<file path="src/rtl/bounded_stack_with_search_top_defines.svh">
// Assertion macros for the bounded stack with search block.
// Used by the top level; expects clk and rst_n in the including scope.
`ifndef BOUNDED_STACK_WITH_SEARCH_TOP_DEFINES_SVH
`define BOUNDED_STACK_WITH_SEARCH_TOP_DEFINES_SVH

// Same-cycle implication, disabled during reset.
`define BSTK_ASSERT_NOW(name, pre, post, msg) \
    name: assert property (@(posedge clk) disable iff (!rst_n) (pre) |-> (post)) \
        else $error(msg);

// Next-cycle implication, disabled during reset.
`define BSTK_ASSERT_NEXT(name, pre, post, msg) \
    name: assert property (@(posedge clk) disable iff (!rst_n) (pre) |=> (post)) \
        else $error(msg);

`endif

</file>
<file path="src/rtl/bstk_pkg.sv">
// Shared constants, codes and request type for the bounded stack with search.
// No dependencies.
package bstk_pkg;

    localparam int DEPTH   = 16;
    localparam int DATA_W  = 32;
    localparam int IDX_W   = $clog2(DEPTH);
    localparam int CNT_W   = $clog2(DEPTH + 1);
    localparam int POS_W   = 4;
    localparam int FIDX_W  = 4;
    localparam int OP_W    = 2;
    localparam int ST_W    = 2;

    // request queue between front and back
    localparam int QDEPTH  = 2;
    localparam int QPTR_W  = (QDEPTH > 1) ? $clog2(QDEPTH) : 1;
    localparam int QCNT_W  = $clog2(QDEPTH + 1);

    localparam logic [OP_W-1:0] OP_PUSH   = 2'd0;
    localparam logic [OP_W-1:0] OP_POP    = 2'd1;
    localparam logic [OP_W-1:0] OP_READ   = 2'd2;
    localparam logic [OP_W-1:0] OP_SEARCH = 2'd3;

    localparam logic [ST_W-1:0] ST_OK          = 2'd0;
    localparam logic [ST_W-1:0] ST_FULL        = 2'd1;
    localparam logic [ST_W-1:0] ST_EMPTY_RANGE = 2'd2;
    localparam logic [ST_W-1:0] ST_NOT_FOUND   = 2'd3;

    typedef struct packed {
        logic [OP_W-1:0]   op;
        logic [DATA_W-1:0] value;
        logic [POS_W-1:0]  position;
    } cmd_t;

endpackage

</file>
<file path="src/rtl/bstk_ram.sv">
// Generic single-write, single-read RAM with registered read data.
// No dependencies.
module bstk_ram #(
    parameter int WIDTH = 32,
    parameter int DEPTH = 16
) (
    input  logic                     clk,
    input  logic                     we,
    input  logic [$clog2(DEPTH)-1:0] waddr,
    input  logic [WIDTH-1:0]         wdata,
    input  logic                     re,
    input  logic [$clog2(DEPTH)-1:0] raddr,
    output logic [WIDTH-1:0]         rdata
);

    logic [WIDTH-1:0] mem_reg [DEPTH];
    logic [WIDTH-1:0] rdata_reg;

    always_ff @(posedge clk)
    begin
        if (we)
        begin
            mem_reg[waddr] <= wdata;
        end
        if (re)
        begin
            rdata_reg <= mem_reg[raddr];
        end
    end

    assign rdata = rdata_reg;

endmodule

</file>
<file path="src/rtl/bstk_front.sv">
// Front end: accepts requests and holds them in a short queue for the back end.
// Depends on bstk_pkg.
module bstk_front (
    input  logic                          clk,
    input  logic                          rst_n,
    input  logic                          in_valid,
    output logic                          in_stall,
    input  logic [bstk_pkg::OP_W-1:0]     operation,
    input  logic [bstk_pkg::DATA_W-1:0]   value,
    input  logic [bstk_pkg::POS_W-1:0]    position,
    output logic                          cmd_valid,
    output bstk_pkg::cmd_t                cmd,
    input  logic                          cmd_take
);
    import bstk_pkg::*;

    cmd_t              q_cmd_reg [QDEPTH];
    logic [QPTR_W-1:0] wptr_reg, wptr_next;
    logic [QPTR_W-1:0] rptr_reg, rptr_next;
    logic [QCNT_W-1:0] qcnt_reg, qcnt_next;
    logic              push_q;
    logic              pop_q;
    cmd_t              in_cmd;

    assign in_stall  = (qcnt_reg == QCNT_W'(QDEPTH));
    assign cmd_valid = (qcnt_reg != '0);
    assign cmd       = q_cmd_reg[rptr_reg];
    assign push_q    = in_valid && !in_stall;
    assign pop_q     = cmd_take && cmd_valid;

    always_comb
    begin
        in_cmd.op       = operation;
        in_cmd.value    = value;
        in_cmd.position = position;
    end

    always_comb
    begin
        wptr_next = wptr_reg;
        rptr_next = rptr_reg;
        qcnt_next = qcnt_reg;
        if (push_q)
        begin
            wptr_next = (wptr_reg == QPTR_W'(QDEPTH - 1)) ? '0 : wptr_reg + 1'b1;
        end
        if (pop_q)
        begin
            rptr_next = (rptr_reg == QPTR_W'(QDEPTH - 1)) ? '0 : rptr_reg + 1'b1;
        end
        if (push_q && !pop_q)
        begin
            qcnt_next = qcnt_reg + 1'b1;
        end
        else if (pop_q && !push_q)
        begin
            qcnt_next = qcnt_reg - 1'b1;
        end
    end

    always_ff @(posedge clk or negedge rst_n)
    begin
        if (!rst_n)
        begin
            wptr_reg <= '0;
            rptr_reg <= '0;
            qcnt_reg <= '0;
        end
        else
        begin
            wptr_reg <= wptr_next;
            rptr_reg <= rptr_next;
            qcnt_reg <= qcnt_next;
        end
    end

    always_ff @(posedge clk)
    begin
        if (push_q)
        begin
            q_cmd_reg[wptr_reg] <= in_cmd;
        end
    end

endmodule

</file>
<file path="src/rtl/bstk_back.sv">
// Back end: executes queued requests against the entry RAM and fill count,
// and holds each result in an output register. Depends on bstk_pkg, bstk_ram.
module bstk_back (
    input  logic                          clk,
    input  logic                          rst_n,
    input  logic                          cmd_valid,
    input  bstk_pkg::cmd_t                cmd,
    output logic                          cmd_take,
    output logic                          out_valid,
    input  logic                          out_stall,
    output logic [bstk_pkg::ST_W-1:0]     status,
    output logic [bstk_pkg::DATA_W-1:0]   read_value,
    output logic [bstk_pkg::FIDX_W-1:0]   found_index,
    output logic [bstk_pkg::CNT_W-1:0]    count,
    output logic                          is_empty
);
    import bstk_pkg::*;

    localparam logic [1:0] S_IDLE = 2'd0;
    localparam logic [1:0] S_READ = 2'd1;
    localparam logic [1:0] S_SCAN = 2'd2;

    logic [1:0]        state_reg, state_next;
    logic [CNT_W-1:0]  fill_reg, fill_next;
    logic [IDX_W-1:0]  scan_reg, scan_next;
    logic [DATA_W-1:0] key_reg, key_next;
    logic              res_valid_reg, res_valid_next;
    logic [ST_W-1:0]   status_reg, status_next;
    logic [DATA_W-1:0] read_value_reg, read_value_next;
    logic [FIDX_W-1:0] found_index_reg, found_index_next;
    logic [CNT_W-1:0]  count_reg, count_next;
    logic              empty_reg, empty_next;

    logic              slot_free;
    logic              finish;
    logic [ST_W-1:0]   fin_status;
    logic [DATA_W-1:0] fin_rd;
    logic [FIDX_W-1:0] fin_fidx;
    logic              ram_we;
    logic              ram_re;
    logic [IDX_W-1:0]  ram_raddr;
    logic [DATA_W-1:0] ram_rdata;

    bstk_ram #(
        .WIDTH (DATA_W),
        .DEPTH (DEPTH)
    ) u_ram (
        .clk   (clk),
        .we    (ram_we),
        .waddr (fill_reg[IDX_W-1:0]),
        .wdata (cmd.value),
        .re    (ram_re),
        .raddr (ram_raddr),
        .rdata (ram_rdata)
    );

    assign slot_free = !res_valid_reg || !out_stall;

    always_comb
    begin
        state_next = state_reg;
        fill_next  = fill_reg;
        scan_next  = scan_reg;
        key_next   = key_reg;
        cmd_take   = 1'b0;
        finish     = 1'b0;
        fin_status = ST_OK;
        fin_rd     = '0;
        fin_fidx   = '0;
        ram_we     = 1'b0;
        ram_re     = 1'b0;
        ram_raddr  = '0;

        case (state_reg)
            S_IDLE:
            begin
                if (cmd_valid && slot_free)
                begin
                    cmd_take = 1'b1;
                    case (cmd.op)
                        OP_PUSH:
                        begin
                            finish = 1'b1;
                            if (fill_reg == CNT_W'(DEPTH))
                            begin
                                fin_status = ST_FULL;
                            end
                            else
                            begin
                                ram_we    = 1'b1;
                                fill_next = fill_reg + 1'b1;
                            end
                        end
                        OP_POP:
                        begin
                            finish = 1'b1;
                            if (fill_reg == '0)
                            begin
                                fin_status = ST_EMPTY_RANGE;
                            end
                            else
                            begin
                                fill_next = fill_reg - 1'b1;
                            end
                        end
                        OP_READ:
                        begin
                            if (CNT_W'(cmd.position) < fill_reg)
                            begin
                                ram_re     = 1'b1;
                                ram_raddr  = IDX_W'(cmd.position);
                                state_next = S_READ;
                            end
                            else
                            begin
                                finish     = 1'b1;
                                fin_status = ST_EMPTY_RANGE;
                            end
                        end
                        default:
                        begin
                            key_next = cmd.value;
                            if (fill_reg == '0)
                            begin
                                finish     = 1'b1;
                                fin_status = ST_NOT_FOUND;
                            end
                            else
                            begin
                                ram_re     = 1'b1;
                                ram_raddr  = '0;
                                scan_next  = '0;
                                state_next = S_SCAN;
                            end
                        end
                    endcase
                end
            end
            S_READ:
            begin
                if (slot_free)
                begin
                    finish     = 1'b1;
                    fin_rd     = ram_rdata;
                    state_next = S_IDLE;
                end
            end
            S_SCAN:
            begin
                // read data holds while re is low, so a stalled scan just waits
                if (slot_free)
                begin
                    if (ram_rdata == key_reg)
                    begin
                        finish     = 1'b1;
                        fin_fidx   = FIDX_W'(scan_reg);
                        state_next = S_IDLE;
                    end
                    else if (CNT_W'(scan_reg) + 1'b1 == fill_reg)
                    begin
                        finish     = 1'b1;
                        fin_status = ST_NOT_FOUND;
                        state_next = S_IDLE;
                    end
                    else
                    begin
                        ram_re    = 1'b1;
                        ram_raddr = scan_reg + 1'b1;
                        scan_next = scan_reg + 1'b1;
                    end
                end
            end
            default:
            begin
                state_next = S_IDLE;
            end
        endcase
    end

    always_comb
    begin
        res_valid_next   = res_valid_reg;
        status_next      = status_reg;
        read_value_next  = read_value_reg;
        found_index_next = found_index_reg;
        count_next       = count_reg;
        empty_next       = empty_reg;
        if (finish)
        begin
            res_valid_next   = 1'b1;
            status_next      = fin_status;
            read_value_next  = fin_rd;
            found_index_next = fin_fidx;
            count_next       = fill_next;
            empty_next       = (fill_next == '0);
        end
        else if (!out_stall)
        begin
            res_valid_next = 1'b0;
        end
    end

    always_ff @(posedge clk or negedge rst_n)
    begin
        if (!rst_n)
        begin
            state_reg     <= S_IDLE;
            fill_reg      <= '0;
            res_valid_reg <= 1'b0;
        end
        else
        begin
            state_reg     <= state_next;
            fill_reg      <= fill_next;
            res_valid_reg <= res_valid_next;
        end
    end

    always_ff @(posedge clk)
    begin
        scan_reg        <= scan_next;
        key_reg         <= key_next;
        status_reg      <= status_next;
        read_value_reg  <= read_value_next;
        found_index_reg <= found_index_next;
        count_reg       <= count_next;
        empty_reg       <= empty_next;
    end

    assign out_valid   = res_valid_reg;
    assign status      = status_reg;
    assign read_value  = read_value_reg;
    assign found_index = found_index_reg;
    assign count       = count_reg;
    assign is_empty    = empty_reg;

endmodule

</file>
<file path="src/rtl/bounded_stack_with_search_top.sv">
// Top level of the bounded stack with search: front end, request queue, back end.
// Depends on bstk_pkg, bstk_front, bstk_back and the assertion macro header.
//
// Usage:
// - Input channel (in_valid/in_stall) carries one request: operation, value and
//   position. Operations: push, pop, read at position, search for value.
// - Output channel (out_valid/out_stall) returns exactly one result per request,
//   in order: status, read_value, found_index, count and is_empty.
// - Requests enter a two-deep queue; in_stall rises only when the queue is full.
// - Each result is registered in the back end before it is offered. A read first
//   reads the entry RAM at position; a search compares stored entries from the
//   bottom, one by one, and stops at the first match or after the last of up to
//   16 entries (the fill count).
// - Throughput: one push, pop or rejected request per cycle while the receiver
//   does not stall; a read or search holds the back end until it finishes. The
//   single read port of the entry RAM scans one entry per cycle when not stalled.
// - When the receiver stalls, the result register holds its value, the back end
//   stops at the next result, and the queue fills before in_stall is raised.
// - Reset empties the stack and the queue and drops any pending result. Entry
//   storage is not cleared; only entries below the fill count are ever read.
module bounded_stack_with_search_top (
    input  logic                          clk,
    input  logic                          rst_n,
    input  logic                          in_valid,
    output logic                          in_stall,
    input  logic [bstk_pkg::OP_W-1:0]     operation,
    input  logic [bstk_pkg::DATA_W-1:0]   value,
    input  logic [bstk_pkg::POS_W-1:0]    position,
    output logic                          out_valid,
    input  logic                          out_stall,
    output logic [bstk_pkg::ST_W-1:0]     status,
    output logic [bstk_pkg::DATA_W-1:0]   read_value,
    output logic [bstk_pkg::FIDX_W-1:0]   found_index,
    output logic [bstk_pkg::CNT_W-1:0]    count,
    output logic                          is_empty
);
    import bstk_pkg::*;

`include "bounded_stack_with_search_top_defines.svh"

    logic cmd_valid;
    cmd_t cmd;
    logic cmd_take;

    // accept and queue requests
    bstk_front u_front (
        .clk       (clk),
        .rst_n     (rst_n),
        .in_valid  (in_valid),
        .in_stall  (in_stall),
        .operation (operation),
        .value     (value),
        .position  (position),
        .cmd_valid (cmd_valid),
        .cmd       (cmd),
        .cmd_take  (cmd_take)
    );

    // execute requests and hold results
    bstk_back u_back (
        .clk         (clk),
        .rst_n       (rst_n),
        .cmd_valid   (cmd_valid),
        .cmd         (cmd),
        .cmd_take    (cmd_take),
        .out_valid   (out_valid),
        .out_stall   (out_stall),
        .status      (status),
        .read_value  (read_value),
        .found_index (found_index),
        .count       (count),
        .is_empty    (is_empty)
    );

    // a full queue always presents a request to the back end
    `BSTK_ASSERT_NOW(a_full_queue_visible, in_stall, cmd_valid, "queue full but no request")

    // failed operations carry zero read data and index
    `BSTK_ASSERT_NOW(a_fail_zero_payload, out_valid && (status != ST_OK),
        (read_value == '0) && (found_index == '0), "nonzero payload on failure")

    // consecutive results move the count by at most one
    `BSTK_ASSERT_NEXT(a_count_step, out_valid && !out_stall,
        !out_valid || (count == $past(count)) || (count == $past(count) + 1'b1) ||
        (count == $past(count) - 1'b1), "count jumped")

endmodule

</file>
<file path="config.mk">
export PLATFORM = sky130hd
export DESIGN_NAME = bounded_stack_with_search_top
export DESIGN_NICKNAME = d
export VERILOG_FILES = /design/src/rtl/bstk_pkg.sv /design/src/rtl/bstk_ram.sv /design/src/rtl/bstk_front.sv /design/src/rtl/bstk_back.sv /design/src/rtl/bounded_stack_with_search_top.sv
export VERILOG_INCLUDE_DIRS = /design/src /design/src/rtl
export SDC_FILE = /design/constraint.sdc
export NUM_CORES = 1
export LEC_CHECK = 0
export BUFFER_PORTS_ARGS = -buffer_cell sky130_fd_sc_hd__buf_4
export CORE_UTILIZATION = 52
export DETAILED_ROUTE_END_ITERATION = 6
export HOLD_SLACK_MARGIN = 0.06
export PLACE_DENSITY = 0.64
export REMOVE_ABC_BUFFERS = 1
export SLEW_MARGIN = 10
export SYNTH_ARGS = -nofsm -noshare
export SYNTH_HDL_FRONTEND = slang
export SYNTH_SLANG_ARGS = --single-unit
</file>
<file path="constraint.sdc">
create_clock -name clk -period 15 [get_ports clk]
set_input_delay 0.75 -clock clk [delete_from_list [all_inputs] [get_ports clk]]
set_output_delay 0.75 -clock clk [all_outputs]
set_load 0.01 [all_outputs]
</file>
# Yosys cells after proc, flatten, opt, wreduce, memory -nomap -nowiden
# Memories as Yosys holds them, arrays and structs flattened. A register that Yosys moved wholly into a read port is not among the register bits.
# Cells that the tools add are included.
[op_classes]
eq_ne = 20
n_bitwise = 1
magnitude_cmp = 1
reduce_logical = 25
muxes = 71
add_sub_neg = 8
[op_table]
columns = ["op", "n"]
rows = [
  ["$mux 4", 12],
  ["$eq 32x32->1", 1],
  ["$mux 2", 16],
  ["$mux 1", 28],
  ["$mux 5", 4],
  ["$pmux 4 s2", 2],
  ["$reduce_and 7->1", 2],
  ["$pmux 2 s3", 2],
  ["$logic_not 5->1", 2],
  ["$ne 2x2->1 const B", 5],
  ["$pmux 5 s2", 1],
  ["$ne 2x1->1 const B", 4],
  ["$pmux 2 s2", 2],
  ["$eq 2x2->1 const B", 3],
  ["$pmux 1 s2", 3],
  ["$reduce_and 3->1", 2],
  ["$reduce_bool 2->1", 3],
  ["$add 4x1->5 const B", 1],
  ["$add 5x1->5 const B", 1],
  ["$eq 5x5->1", 1],
  ["$eq 5x5->1 const B", 1],
  ["$logic_and 1x1->1", 5],
  ["$logic_not 1->1", 5],
  ["$lt 4x5->1", 1],
  ["16 further kinds", 19],
]
[word_totals]
ramBits = 588
memories = 2
elab_cells = 141
out_inout_bits = 46
ff_bits = 92
[mem_list]
columns = ["name", "words", "word_bits", "rd", "rd_clocked_by_memory_dff", "write_ports", "line_no", "source"]
rows = [
  ["u_back.u_ram.mem_reg", 16, 32, 1, 1, 1, "bstk_ram.sv:16", "logic [WIDTH-1:0] mem_reg [DEPTH];"],
  ["u_front.q_cmd_reg", 2, 38, 1, 0, 1, "bstk_front.sv:17", "cmd_t q_cmd_reg [QDEPTH];"],
]

# Longest topological paths before layout
# Gate-level depths: netlist of run 1.
[logic_depth]
ltp_word = 9
ltp_mapped = 16

# By module
# A second synthesis of run 1 with hierarchy kept.
[hier_totals]
cells_unflattened = 1262
area_unflattened_um2 = 27102.2
[modules_own_cells]
columns = ["mod", "area_per_inst_um2", "cells_per_inst", "seq_area_each_um2", "n_inst"]
rows = [
  ["bstk_ram", 20155.6, 838, 16335.7, 1],
  ["bstk_back", 3957.5, 287, 2602.5, 1],
  ["bstk_front", 2989.1, 137, 2382.3, 1],
]

# Worst setup path after synthesis of run 1
# OpenSTA, ideal clock, no wires.
[synth_timing]
path_type = "reg-to-reg"
from = "register u_front.rptr_reg"
to = "register u_back.u_ram.rdata_reg[0], in the netlist u_back.u_ram.rdata[0], read port of u_back.u_ram.mem_reg (enable)"
arrival_ns = 4.384
setup_time_ns = 0.466
synth_period_minus_slack_ns = 4.850
setup_slack_ns = 10.150
stages_incl_launch_ff = 10
required_time_ns = 14.534
path_cell_list = "dfrtp_1 > buf_4 > buf_2 > mux2_2 > ha_1 > a21o_1 > a21o_1 > a211oi_2 > o21ai_0 > o21ai_0"
[synth_via]
elab_chain_cells = 6
word_cells_on_any_way = 14
[synth_rtl]
columns = ["element", "line_no", "source"]
rows = [
  ["start: declaration", "bstk_front.sv:19", "logic [QPTR_W-1:0] rptr_reg, rptr_next;"],
  ["start signal: assignment", "bstk_front.sv:72", "rptr_reg <= rptr_next;"],
  ["$mem_v2 2x38 *", "-", ""],
  ["$lt 4x5->1, or another cell as far along", "bstk_back.sv:108", "if (CNT_W'(cmd.position) < fill_reg)"],
  ["$mux 1 / $reduce_or 2->1 (equally long branches)", "-", ""],
  ["$pmux 1 s2 *", "bstk_back.sv:80", "case (cmd.op)"],
  ["$mux 1 *", "bstk_back.sv:77", "if (cmd_valid && slot_free)"],
  ["$pmux 1 s2 *", "bstk_back.sv:74", "case (state_reg)"],
  ["named net u_back.ram_re", "bstk_back.sv:40", "logic ram_re;"],
  ["end: declaration", "bstk_ram.sv:17", "logic [WIDTH-1:0] rdata_reg;"],
]
# Mark *: on every way through the listed nets, which the timed path passes. The rest lies on a longest branch.
# A chain may end at the register's enable or synchronous reset.

# Final worst setup path of run 1
[layout_timing]
from = "register u_front.rptr_reg"
to = "register u_back.u_ram.rdata_reg[18], in the netlist u_back.u_ram.rdata[18], read port of u_back.u_ram.mem_reg (data pin)"
[layout_via]
elab_chain_cells = 6
word_cells_on_any_way = 14
[layout_rtl]
columns = ["element", "line_no"]
rows = [
  ["$mem_v2 2x38 *", "-"],
  ["$lt 4x5->1, or another cell as far along", "bstk_back.sv:108"],
  ["$mux 1, or another cell as far along", "bstk_back.sv:108"],
  ["$pmux 1 s2 / $mux 4 (equally long branches)", "-"],
  ["$mux 1 / $mux 4 (equally long branches)", "bstk_back.sv:77"],
  ["$pmux 1 s2 / $pmux 4 s2 (equally long branches)", "bstk_back.sv:74"],
]
# Mark *: on every way between the ends. The rest lies on a longest branch, timed or not.

==> run_results.csv, run 1 <==
group,metric,value,unit
route,routed_via_count_divided_by_cell_count,6.37,
clock_tree,cts_htree_levels,3,
placement,placedInstanceArea,30200,sq um
worst_setup_path,cp_max_fo,87,
clock_tree,ctsHoldBuffers,1,
route,residual_antenna_violating_net_count_after_detailed_routing,0,
route,drt_first_pass_iters,5,
yosys,asr_flop_ratio_synth,1.69,%
layout,finalInstanceArea,32600,sq um
layout,largest_register_ffs,512,
route,detailroute.via_count,17300,
die,die_area,56300,sq um
layout,layout.core_utilization,60.0,%
worst_setup_path,critical_path.endpoint_type,"register",
die,fp-row-count,85,
die,die-width,237,um
die,start_util,53.1,%
yosys,largest_family_of_logic_cells_by_synthesized_area,"compound AO/OA/AOI/OAI gates",
yosys,synth_area_in_xor_xnor,1.47,%
clock_tree,cts_repair_resize_count,0,
worst_hold_path,min_to,"u_front.q_cmd_reg[0][16]$_DFFE_PP_",
route,drc_errors,0,
yosys,ys_top_cells_by_area,"edfxtp_1, nand2_1, o32ai_1",
yosys,synth_sequential_area_ratio,74.0,%
global_route,grt_util_met3,4.19,%
run,maxCapViolCount,0,
clock_tree,clk_root_buffer_cell,"clkbuf_16",
global_route,grt_pass1_wl,108,mm
worst_setup_path,worstReg2RegStart,"u_front.rptr_reg$_DFFE_PN0P_",
power,peakVddDrop,0.000165,V
sta,achievable-frequency,172,MHz
clock_tree,cts-buffers-inserted,75,
die,design.portCount,88,
placement,place_congestion,0.828,
yosys,fraction_of_the_mapped_netlist_area_in_compound_gates,13.0,%
layout,ratio_of_cells_with_drive_above_1_in_the_final_layout,15.3,%
sta,finalSetupViolations,0,
die,die_h,237,um
placement,dpl.hpwl,37.6,mm
yosys,synthMuxAreaShare,1.56,%
placement,placed_cells_incl_taps,2579,
yosys,synth_enable_flop_cells,700,
global_route,total_track_usage,26.1,%
sta,fin_crit_sh,38.7,%
global_route,grt_pass1_vias,17200,
clock_tree,clk-insertion-delay-late,610,ps
sta,grt_setup_unrepaired,"false",
power,power_per_cell_area,224,nW/um^2
route,drt_first_iter_violations,1764,
global_route,global_route.peak_usage_layer,"met2",
sta,worst-slew-pin-transition,1210,ps
layout,finish.net_count,2013,
outcome,outcome,"complete, no violations",
worst_hold_path,type_of_the_most_critical_hold_path,"input pin to register",
layout,post_route_insts_no_fill,2715,
yosys,synth_area_leader_cell,"edfxtp_1",
sta,finalSetupTns,0,ps
worst_setup_path,cp-start-kind,"register",
sta,slew-limit-headroom,19.5,%
clock_tree,tritoncts_clock_tree,"yes",
placement,place.port_buffers,87,
global_route,globalRouteMet1Util,36.3,%
clock_tree,cts.repair_timing.setup_buffer_count,0,
layout,antenna_cells_inserted,0,
yosys,synth_simple_gate_area_share,7.02,%
layout,top_library_cells_by_usage_in_the_layout_fill_and_taps_aside,"edfxtp_1, nand2_1, buf_4, a21oi_1, clkbuf_16",
global_route,antenna_found_initial,1,
global_route,maximum_number_of_pins_on_one_net_before_global_route_repair,102,
global_route,use_met2,41.9,%
yosys,synth.ff_latch_count,712,
worst_setup_path,timing.setup.critical_path_class,"register to register",
route,routed_wire_length_per_instance,26.8,um
sta,finClkSkew,31.3,ps
worst_setup_path,worst-r2r-cell-count,13,
yosys,yosys.area_share.adder,0.434,%
worst_hold_path,holdCritStartpoint,"value[12]",
yosys,yosys_warnings,0,
worst_setup_path,worstReg2RegEnd,"u_back.u_ram.rdata[18]$_DFFE_PP_",
sta,timing_max_transition_violations_final,0,
power,p_leak,11.0,nW
yosys,postSynth.topFlopCell,"edfxtp_1",
sta,period_minus_slack,5800,ps
layout,synthToLayoutAreaGrowth,13.1,%
worst_hold_path,worst_hold_path.num_cells,1,
global_route,globalRoute.totalOverflow,0,
worst_setup_path,worstPathArrival,6270,ps
clock_tree,clkSlewWorstSetupHoldPaths,60,ps
yosys,post-synth-top-area-fraction,73.0,%
yosys,ys_types,61,
clock_tree,cts.sinks,712,
yosys,syn_inst,1896,
yosys,postSynthAreaPerCell,15.2,sq um
sta,holdWs,331,ps
worst_setup_path,required,15470,ps
yosys,synth_area,28800,sq um
die,floorplan.core_area,54200,sq um
route,total_wirelength,72.7,mm
sta,timing_hold_violations_final,0,
worst_setup_path,reg_to_reg_slack_setup,9200,ps
clock_tree,cts-root-to-sink-buffers,3,
layout,mostFrequentLayoutCell,"edfxtp_1",
## kinds of logic after synthesis
group / count (synthesis)
flops: 712
compound gates: 502
simple gates: 433
buf+inv: 154
xor+xnor: 45
mux: 40
fa+ha+maj: 10
## power by group
part	internal (W)	switching (W)	total, W
logic	0.000872	0.00178	0.00266
clock network	0.00106	0.000741	0.00180
registers	0.00271	0.000140	0.00286
## per-layer routing
metal | share of wire [%] | wire length, um
met5 | 0 | 0
met4 | 3.0 | 2190
met3 | 7.5 | 5480
met2 | 48 | 34800
met1 | 42 | 30300
## synth_stat cells, types with 3 or more instances
cell type  count
nor3_1        11
a211oi_1      32
xor2_1        35
ha_1          10
a21oi_1      111
edfxtp_1     700
mux2i_1        3
a21o_1         4
buf_6         10
nor4_1         8
a211o_1       33
dfrtp_1       12
buf_4          8
a211oi_2       3
inv_1         11
o21ai_0       11
a21boi_0      49
a32oi_1       34
nand2_1      244
xnor2_1        8
buf_2         30
nand4_1        3
a311oi_1      32
mux2_2        36
a21boi_1      16
nor2_1        32
and3_1        68
nand2b_1       5
o31ai_1        3
o22ai_1       64
a311o_1       32
and2_1        41
o32ai_1       64
nand3_1        8
clkbuf_1      88
buf_1          7
## stage by stage
stage                     worst slack [ps]  power, W
after global placement                9330   0.00546
after CTS                             9150   0.00733
after detailed placement              9150   0.00554
after global routing                  8830   0.00764
after floorplan                       6660   0.00456
final                                 9200   0.00731
## how the worst max path moves through the flow
stage / startpoint / endpoint / slack, ps
after floorplan: u_front.rptr_reg$_DFFE_PN0P_ / u_back.u_ram.rdata[0]$_DFFE_PP_ / 6660
after global placement: u_front.rptr_reg$_DFFE_PN0P_ / u_back.u_ram.rdata[9]$_DFFE_PP_ / 9330
after detailed placement: u_front.rptr_reg$_DFFE_PN0P_ / u_back.u_ram.rdata[2]$_DFFE_PP_ / 9150
after CTS: u_front.rptr_reg$_DFFE_PN0P_ / u_back.u_ram.rdata[18]$_DFFE_PP_ / 9150
after global routing: u_front.rptr_reg$_DFFE_PN0P_ / u_back.u_ram.rdata[18]$_DFFE_PP_ / 8830
final: u_front.rptr_reg$_DFFE_PN0P_ / u_back.u_ram.rdata[18]$_DFFE_PP_ / 9200
## area by class of cell
| cell class | instances | area, sq um |
|---|---|---|
| fill | 4078 | 21700 |
| sequential | 712 | 21300 |
| multi-input combinational | 1030 | 6980 |
| clock buffer | 96 | 2020 |
| timing repair buffer | 131 | 986 |
| tap | 696 | 871 |
| clock inverter | 39 | 349 |
| inverter | 11 | 41.3 |
## worst max-delay path, cell delays in order, from the launching register on
cell and delay, ps:
dfrtp_2 690, buf_4 560, mux2i_1 240, inv_1 90, ha_1 300, a41oi_1 170, o2111ai_4 170, buf_4 670
buf_4 790, and2_4 600, buf_4 670, nand2_1 120, a311oi_1 340, a211o_1 150
Power figures use the tool's default switching activity.
==> inputs of run 2 (changes only) <==
--- a/config.mk
+++ b/config.mk
@@ -6,11 +6,12 @@
 export SDC_FILE = /design/constraint.sdc
 export NUM_CORES = 1
 export LEC_CHECK = 0
+export ABC_AREA = 1
 export BUFFER_PORTS_ARGS = -buffer_cell sky130_fd_sc_hd__buf_4
 export CORE_UTILIZATION = 52
 export DETAILED_ROUTE_END_ITERATION = 6
 export HOLD_SLACK_MARGIN = 0.06
-export PLACE_DENSITY = 0.64
+export PLACE_DENSITY = 0.67
 export REMOVE_ABC_BUFFERS = 1
 export SLEW_MARGIN = 10
 export SYNTH_ARGS = -nofsm -noshare
==> constraint.sdc (replaced) <==
create_clock -name clk -period 5.15 [get_ports clk]
set_input_delay 0.2575 -clock clk [delete_from_list [all_inputs] [get_ports clk]]
set_output_delay 0.2575 -clock clk [all_outputs]
set_load 0.01 [all_outputs]
==> run_results.csv, run 2 <==
group,metric,value,unit
layout,ratio_of_cells_with_drive_above_1_in_the_final_layout,10.1,%
die,die_area,58800,sq um
sta,period_minus_slack,4070,ps
yosys,synth_sequential_area_ratio,70.8,%
power,p_leak,13.6,nW
worst_setup_path,cp_max_fo,47,
sta,slew-limit-headroom,29.9,%
yosys,synth.ff_latch_count,712,
yosys,synth_area,30100,sq um
layout,layout.filler_cells,4417,
clock_tree,cts_htree_levels,3,
layout,top_library_cells_by_usage_in_the_layout_fill_and_taps_aside,"edfxtp_1, nand2_1, nand3_1, inv_1, buf_4",
die,start_util,53.0,%
power,p_total,0.0217,W
worst_setup_path,crit_path_start,"u_front.rptr_reg$_DFFE_PN0P_",
die,die-width,243,um
worst_setup_path,critical_path.endpoint_type,"register",
worst_setup_path,worst-r2r-cell-count,16,
placement,dpl.hpwl,39.7,mm
die,die_h,243,um
placement,place.port_buffers,87,
sta,timing_max_transition_violations_final,0,
worst_setup_path,required,5510,ps
clock_tree,cts_repair_resize_count,0,
worst_setup_path,worst_path_max_delay_cell,"buf_4",
route,total_wirelength,77.0,mm
worst_setup_path,cp.depth,16,
clock_tree,cts.sinks,712,
yosys,ys_types,41,
placement,place_congestion,0.867,
run,maxCapViolCount,0,
global_route,maximum_number_of_pins_on_one_net_before_global_route_repair,180,
worst_setup_path,worstPathArrival,4430,ps
yosys,post-synth-top-area-fraction,69.8,%
worst_setup_path,critical-path-max-stage-delay,480,ps
sta,timing_hold_violations_final,0,
clock_tree,ctsHoldBuffers,41,
sta,worst-slew-pin-transition,1050,ps
yosys,yosys_warnings,0,
yosys,syn_inst,2642,
sta,grt_setup_unrepaired,"false",
clock_tree,clk_root_buffer_cell,"clkbuf_16",
sta,finalSetupViolations,0,
layout,post_route_insts_no_fill,3566,
layout,synthToLayoutAreaGrowth,14.8,%
global_route,antenna_found_initial,0,
die,floorplan.core_area,56800,sq um
global_route,grt_pass1_wl,115,mm
worst_setup_path,critPathMostFrequentCell,"nand3_1",
worst_setup_path,cp.buffers_inverters,3,
global_route,total_track_usage,26.2,%
sta,achievable-frequency,246,MHz
worst_setup_path,worstReg2RegStart,"u_front.rptr_reg$_DFFE_PN0P_",
layout,largest_register_ffs,512,
sta,fin_ws,1080,ps
yosys,postSynth.topFlopCell,"edfxtp_1",
worst_setup_path,path_delay_family,"simple AND/OR/NAND/NOR gates",
yosys,synth_enable_flop_cells,700,
global_route,grt_pass1_vias,19300,
layout,ff_latch_area,21300,sq um
clock_tree,cts.repair_timing.setup_buffer_count,0,
route,detailroute.via_count,19900,
yosys,post_synth_most_frequent_cells,"edfxtp_1, nand2_1, nand3_1",
sta,holdWs,318,ps
worst_setup_path,timing.setup.critical_path_class,"register to register",
sta,finClkSkew,28.1,ps
route,drt_first_pass_iters,5,
clock_tree,tritoncts_clock_tree,"yes",
route,routed_wire_length_per_instance,21.6,um
die,design.portCount,88,
worst_setup_path,cp-start-kind,"register",
route,routed_via_count_divided_by_cell_count,5.58,
yosys,synth_area_leader_cell,"edfxtp_1",
die,fp-row-count,87,
layout,mostFrequentLayoutCell,"edfxtp_1",
layout,layout.core_utilization,60.8,%
power,peakVddDrop,0.000583,V
placement,placed_cells_incl_taps,3389,
layout,finish.net_count,2804,
worst_setup_path,reg_to_reg_slack_setup,1080,ps
power,power_per_cell_area,628,nW/um^2
yosys,postSynthAreaPerCell,11.4,sq um
layout,antenna_cells_inserted,0,
placement,place_worst_setup_slack,1120,ps
worst_hold_path,type_of_the_most_critical_hold_path,"input pin to register",
outcome,outcome,"complete, no violations",
clock_tree,clkSlewWorstSetupHoldPaths,60,ps
route,residual_antenna_violating_net_count_after_detailed_routing,0,
global_route,globalRoute.totalOverflow,0,
clock_tree,clk-insertion-delay-late,630,ps
sta,fin_crit_sh,79.0,%
yosys,ys_top_cells_by_area,"edfxtp_1, nand2_1, nand3_1",
clock_tree,cts-root-to-sink-buffers,3,
yosys,asr_flop_ratio_synth,1.69,%
route,drt_first_iter_violations,1921,
route,drc_errors,0,
clock_tree,cts-buffers-inserted,76,
worst_setup_path,worstReg2RegEnd,"u_back.u_ram.rdata[31]$_DFFE_PP_",
layout,multi_input_area,7180,sq um
worst_setup_path,crit_path_end,"u_back.u_ram.rdata[31]$_DFFE_PP_",
worst_setup_path,chain_of_cells_forming_the_critical_path,"buf_4, o21ai_0, inv_1, ha_1, a21o_1, a22oi_1, nand3_2, nor2_4, nand2_8, nand2_8, buf_4, nand2_1, nand3_1, nand3_1, nand3_1, nand2_1",
yosys,yosysMostFrequentCell,"edfxtp_1",
## run 2: cell types whose count changed after synthesis, moves of 49 or more
cell / delta
a21boi_0: -49
a21oi_1: -104
and3_1: -68
inv_1: +293
nand2_1: +448
nand3_1: +486
nand3b_1: +96
nor2_1: +59
o22ai_1: -62
o32ai_1: -64
## run 2: power by group
group          internal, W  switching (W)  leakage [nW]
sequential         0.00815       0.000353          6.53
clock              0.00305        0.00219          1.17
combinational      0.00219        0.00579          5.90
## run 2: worst min-delay path by stage
stage	from	endpoint	slack (ps)	cells after the start
final	in_valid	u_front.wptr_reg$_DFFE_PN0P_	320	5
after CTS	in_valid	u_front.wptr_reg$_DFFE_PN0P_	310	5
after floorplan	rst_n	u_back.fill_reg[0]$_DFF_PN0_	-40	0
after global routing	value[17]	u_front.q_cmd_reg[0][21]$_DFFE_PP_	360	2
after global placement	rst_n	u_back.fill_reg[0]$_DFF_PN0_	120	1
after detailed placement	rst_n	u_back.fill_reg[2]$_DFF_PN0_	120	1
## run 2: cell type report
| cell class | count | share of cell area [%] |
|---|---|---|
| Clock buffer | 97 | 6.00 |
| Clock inverter | 39 | 0.898 |
| Inverter | 312 | 3.40 |
| Multi-Input combinational cell | 1479 | 20.8 |
| Sequential cell | 712 | 61.7 |
| Tap cell | 756 | 2.74 |
| Timing Repair Buffer | 171 | 4.48 |
## run 2: tightest hold or removal path: cells and delay by family
| kind | cells | cell delay (ps) |
|---|---|---|
| simple gates | 2 | 140 |
| compound gates | 1 | 240 |
| buf+inv | 2 | 240 |
## run 2: logic make-up after synthesis
logic type | synth area share, %
simple gates | 20.9
flops | 70.8
buf+inv | 6.04
compound gates | 0.794
xor+xnor | 0.989
fa+ha+maj | 0.416
## run 2: stage by stage
step           TNS [ps]  area, sq um
6_report              0        34600
5_1_grt               0        34600
4_1_cts               0        34600
3_5_place_dp          0        31800
3_3_place_gp          0        31800
2_1_floorplan   -122900        29400
## run 2: routing by layer
layer | global-route usage [%] | up-vias | share of wire, %
li1 | - | 9167 | -
met1 | 34.5 | 9656 | 40
met2 | 43.4 | 897 | 48
met3 | 3.96 | 186 | 7.9
met4 | 11.5 | 0 | 3.6
met5 | 0 | - | 0
